--- src/hw/rtl/swrm_pkg.sv ---
package swrm_pkg;

  localparam int RING_DEPTH_DEF = 1200;
  localparam int MAX_WINDOW_DEF = 60;

  localparam int TICK_W = 16;
  localparam int NS_W   = 40;
  localparam int WIN_W  = 8;
  localparam int Q_W    = 48;
  localparam int CNT_W  = 11;

  // sums over at most 2048 frames
  localparam int TSUM_W = TICK_W + 11;
  localparam int NSUM_W = NS_W + 11;

  // divider operands: ticks * 1e9 fits in 57 bits, busy sum in 51 bits
  localparam int DIV_W  = 64;

  localparam logic [29:0] NS_PER_S  = 30'd1000000000;
  localparam logic [19:0] NS_PER_MS = 20'd1000000;

  localparam logic [Q_W-1:0] Q_MAX = {Q_W{1'b1}};

  localparam logic CMD_PUSH  = 1'b0;
  localparam logic CMD_QUERY = 1'b1;

  typedef struct packed {
    logic             go;
    logic [DIV_W-1:0] num;
    logic [DIV_W-1:0] den;
  } div_req_t;

  typedef struct packed {
    logic           done;
    logic [Q_W-1:0] quot;
  } div_rsp_t;

endpackage

--- src/hw/rtl/swrm_div.sv ---
module swrm_div (
  input  logic              clk,
  input  logic              rst_n,
  input  swrm_pkg::div_req_t req,
  output swrm_pkg::div_rsp_t rsp
);

  // restoring division producing floor(num * 2^16 / den), one bit a cycle
  localparam int QB = swrm_pkg::DIV_W + 16;
  localparam int STEP_W = $clog2(QB + 1);

  logic [QB-1:0]                 num_r;
  logic [swrm_pkg::DIV_W:0]      rem_r;
  logic [swrm_pkg::DIV_W-1:0]    den_r;
  logic [STEP_W-1:0]             step_r;
  logic                          run_r;
  logic                          done_r;

  logic [swrm_pkg::DIV_W+1:0] trial;
  logic [swrm_pkg::DIV_W:0]   shifted;

  always_comb begin
    shifted = {rem_r[swrm_pkg::DIV_W-1:0], num_r[QB-1]};
    trial   = {1'b0, shifted} - {2'b00, den_r};
  end

  always_ff @(posedge clk) begin
    if (!rst_n) begin
      run_r  <= 1'b0;
      done_r <= 1'b0;
      step_r <= '0;
    end else begin
      done_r <= 1'b0;
      if (req.go) begin
        num_r  <= {req.num, 16'd0};
        den_r  <= req.den;
        rem_r  <= '0;
        step_r <= STEP_W'(QB);
        run_r  <= 1'b1;
      end else if (run_r) begin
        if (!trial[swrm_pkg::DIV_W+1]) begin
          rem_r <= trial[swrm_pkg::DIV_W:0];
          num_r <= {num_r[QB-2:0], 1'b1};
        end else begin
          rem_r <= shifted;
          num_r <= {num_r[QB-2:0], 1'b0};
        end
        step_r <= step_r - 1'b1;
        if (step_r == STEP_W'(1)) begin
          run_r  <= 1'b0;
          done_r <= 1'b1;
        end
      end
    end
  end

  // integer part beyond 32 bits saturates
  assign rsp.done = done_r;
  assign rsp.quot = (|num_r[QB-1:48]) ? swrm_pkg::Q_MAX : num_r[47:0];

endmodule
--- config.mk ---
export PLATFORM = sky130hd
export DESIGN_NAME = swrm_div
export DESIGN_NICKNAME = d
export VERILOG_FILES = /design/src/hw/rtl/swrm_pkg.sv /design/src/hw/rtl/swrm_div.sv
export SDC_FILE = /design/constraint.sdc
export NUM_CORES = 1
export LEC_CHECK = 0
export BUFFER_PORTS_ARGS = -buffer_cell sky130_fd_sc_hd__buf_2
export CAP_MARGIN = 20
export CORE_AREA = 2 2 147 149
export DETAILED_ROUTE_END_ITERATION = 12
export DIE_AREA = 0 0 149 151
export GPL_ROUTABILITY_DRIVEN = 0
export GPL_TIMING_DRIVEN = 0
export PLACE_DENSITY = 0.95
export SYNTH_ARGS = -nofsm -noshare
export SYNTH_HDL_FRONTEND = slang
export SYNTH_SLANG_ARGS = --single-unit
--- constraint.sdc ---
create_clock -name clk -period 12.7 [get_ports clk]
set_clock_uncertainty 0.15 [all_clocks]
set_input_delay 2.54 -clock clk [delete_from_list [all_inputs] [get_ports clk]]
set_output_delay 2.54 -clock clk [all_outputs]
set_load 0.1 [all_outputs]
==> key figures <==
Outcome
  – Status: complete, no violations

Timing
  – Fin crit period: 5.59 ns
  – Fin. Hold Viols: 0
  – Max-slew violation count: 0
  – RSZ-0062 raised after global routing: no
  – Worst-Margin Slew: 0.866 ns
  – Sum Neg Setup Slack: 0 ns
  – Tcrit/Tclk final: 44.0%
  – # setup viols final: 0
  – Slew margin rel.: 42.2%
  – Fmax: 179 MHz

Global route
  – Vias in the first global route: roughly 11000
  – Initial antenna violation count: 1
  – Gr ovfl total: 0
  – Met3 Use GR: between 6 and 7%
  – Largest net degree at the start of global routing: 70
  – First-pass GRT wire length: 54000 µm
  – M1 GR Usage: approximately 37%
  – Met2 Use GR: 51.0%
  – All-Layer GR Usage: 30.2%
  – Busiest grt layer: met2

Floorplan
  – Boundary Pins: 180
  – Core Rows: 53
  – Core footprint: 20800 µm²
  – Die Wd: 149 µm
  – Die area: between 20000 and 25000 µm²
  – Chip height: 151 µm
  – Initial Utilization: 62.7%

Critical path
  – Crit path max fanout: 10
  – Worst path required time: 10.01 ns
  – Crit path arrival time: slightly below 3 ns
  – Crit end category: output port
  – Most frequent CP cell: clkbuf_1
  – Critical-path top delay cell: or3_1
  – Critical path's largest stage delay: around 0.42 ns
  – Startpoint types: flop
  – CP Class: flop to output port
  – Crit path cell chain: nor4_1 -> nand4_1 -> clkbuf_1 -> clkbuf_1 -> or3_1 -> buf_2

Routing
  – Detailed Routing Iterations Pass 1: 6
  – DRC viols: 0
  – Per-cell routed wire length: about 20 µm
  – Via count: ~11000
  – Iter 0 DRT Violations: roughly 1100
  – Drt total wl: 34200 µm
  – Post-route ant nets: 0
  – DR vias/cell: around 6.2

Clock network
  – CTS tree: yes
  – TritonCTS Buffers: 24
  – Cts repair resizes: 0
  – Reg clk slew, reported paths: 0.06 ns
  – H-tree depth: 1
  – Latest clock arrival within the worst-skew pair: 0.53 ns
  – Root buffer cell: clkbuf_16
  – CTS hold repair buffers: 0
  – Clock Tree Buf Depth: 3
  – TritonCTS Sinks: 217
  – Setup bufs post-CTS: 0

Worst hold path
  – Min-Delay Path Class: flop to flop

Layout
  – Register area: between 6000 and 7000 µm²
  – Nets@finish: 1663
  – Cell area after layout: 15100 µm²
  – Fillers: 1432
  – Area taken by multi-input logic gates: 6010 µm²
  – Most frequent cells in the layout: 208 x edfxtp_1, 189 x buf_2, 144 x nand2_1, 122 x a21oi_1, 86 x inv_1
  – Area growth from synthesis to layout: 15.5%
  – Share of layout cells above drive strength 1: 22.1%
  – Commonest non-fill, non-tap cell in the layout: edfxtp_1
  – Final non-filler cell total: approximately 1800

Power
  – Switching Power: 639 µW
  – Worst VDD drop: 0.000111 V
  – Internal Power: 1.44 mW
  – Logic pwr share: between 20% and 30%
  – Clock share of power: 31.1%
  – Total power: 2.08 mW
  – PD cells: ~140 nW/µm²
  – Switching Share: 30.8%
  – Share of power burned in registers: between 40% and 50%
  – P_leak: 5.90 nW

Synthesis
  – Synth warn: 0
  – FF+latch count, synth: 217
  – Synth Cell Area: between 10000 and 15000 µm²
  – Syn_nets: roughly 1500
  – Most used flip-flop cell after synthesis: edfxtp_1
  – Post-synth cell types: 75
  – Sequential fraction of the synthesis area: 49.3%
  – EDFF count, synth: 208
  – Async SR Flop Fraction: 0%
  – Gate count of the mapped netlist: 1259
  – Mapped Avg Cell Area: around 10 µm²

Job
  – Number of max-cap violations: 0

Place
  – Placed cells: 1714
  – I/O Buffers: 178
  – Post-DP Area: ~14000 µm²
  – Post-DP HPWL: 24700 µm
final timing paths:
kind,start,end,slack (ns),cells past startpoint
worst max-delay path,num_r[61],rsp[32],7.11,6
worst min-delay path,step_r[1],step_r[1],0.37,2
worst max register to register,rem_r[25],rem_r[32],8.86,12
worst min register to register,step_r[1],step_r[1],0.37,2
synthesized netlist by cell type, types with 9 or more instances:
cell type | number | area share (%)
o21ai_0 | 43 | 1.6
xnor2_1 | 40 | 2.7
nor2_1 | 68 | 2.0
clkbuf_1 | 41 | 1.2
buf_2 | 11 | 0.42
a211oi_1 | 22 | 1.3
ha_1 | 66 | 6.3
nor3_1 | 15 | 0.58
o21a_1 | 10 | 0.58
nand4_1 | 22 | 1.1
nand3_1 | 15 | 0.58
xor2_1 | 15 | 1.0
a21o_1 | 18 | 1.0
mux2_2 | 65 | 5.6
nand2_1 | 144 | 4.1
edfxtp_1 | 208 | 48
nor2b_1 | 18 | 0.86
o21ai_1 | 14 | 0.54
o21bai_1 | 14 | 0.81
a21oi_1 | 122 | 4.7
nor4_1 | 12 | 0.58
dfxtp_1 | 9 | 1.4
or3_1 | 58 | 2.8
inv_1 | 86 | 2.5
power by group through the flow:
| stage | logic [mW] | registers [mW] | clock network, mW |
|---|---|---|---|
| 2_1_floorplan | 0.392 | 0.896 | 0 |
| 3_3_place_gp | 0.498 | 0.905 | 0 |
| 3_5_place_dp | 0.522 | 0.903 | 0 |
| 4_1_cts | 0.528 | 0.890 | 0.652 |
| 5_1_grt | 0.592 | 0.895 | 0.677 |
| 6_report | 0.542 | 0.890 | 0.645 |
state kept, by name, summed over array words and instances (netlist names):
name    cells
run_r       1
rem_r      64
step_r      7
den_r      64
num_r      80
done_r      1
cell families (layout without fill, tap and decap cells):
kind of cell	Yosys count	count (layout)	synth area share (%)
and+or+nand+nor	392	392	14.9
AOI/OAI and AO/OA	308	308	15.0
DFF	217	217	49.3
buffers and inverters	152	375	4.79
muxes	68	68	5.84
adders and majority gates	67	67	6.48
xor gates and xnor gates	55	55	3.69
other	0	1	0
critical path, delay by kind of cell, from the launching register on:
family,cells,cell delay [ns]
buffers and inverters,3,0.86
and+or+nand+nor,3,1.11
DFF,1,0.39
metal layers:
layer | part of all wire [%] | vias up
li1 | - | 5037
met1 | 38 | 5152
met2 | 48 | 634
met3 | 9.2 | 123
met4 | 4.9 | 0
met5 | 0 | -
cell type report:
cell class / instances / area share, %
flip-flops and latches: 217 / 42.7
repair buffers: 180 / 6.28
diodes: 1 / 0.0166
inverters: 89 / 2.22
multi-input cells: 890 / 39.9
plain buffers: 63 / 1.93
well taps: 275 / 2.28
clock buffers: 29 / 4.11
clock inverters: 14 / 0.648
stage by stage:
step | hold WS [ns] | setup slack, ns | util (%)
2_1_floorplan | 0.319 | 5.71 | -
3_3_place_gp | 0.331 | 3.94 | 68.6
3_5_place_dp | 0.356 | 7.67 | 68.9
4_1_cts | 0.364 | 7.13 | 72.3
5_1_grt | 0.398 | 6.99 | 72.4
6_report | 0.366 | 7.11 | 72.4
(Power assumes the default switching activity.)
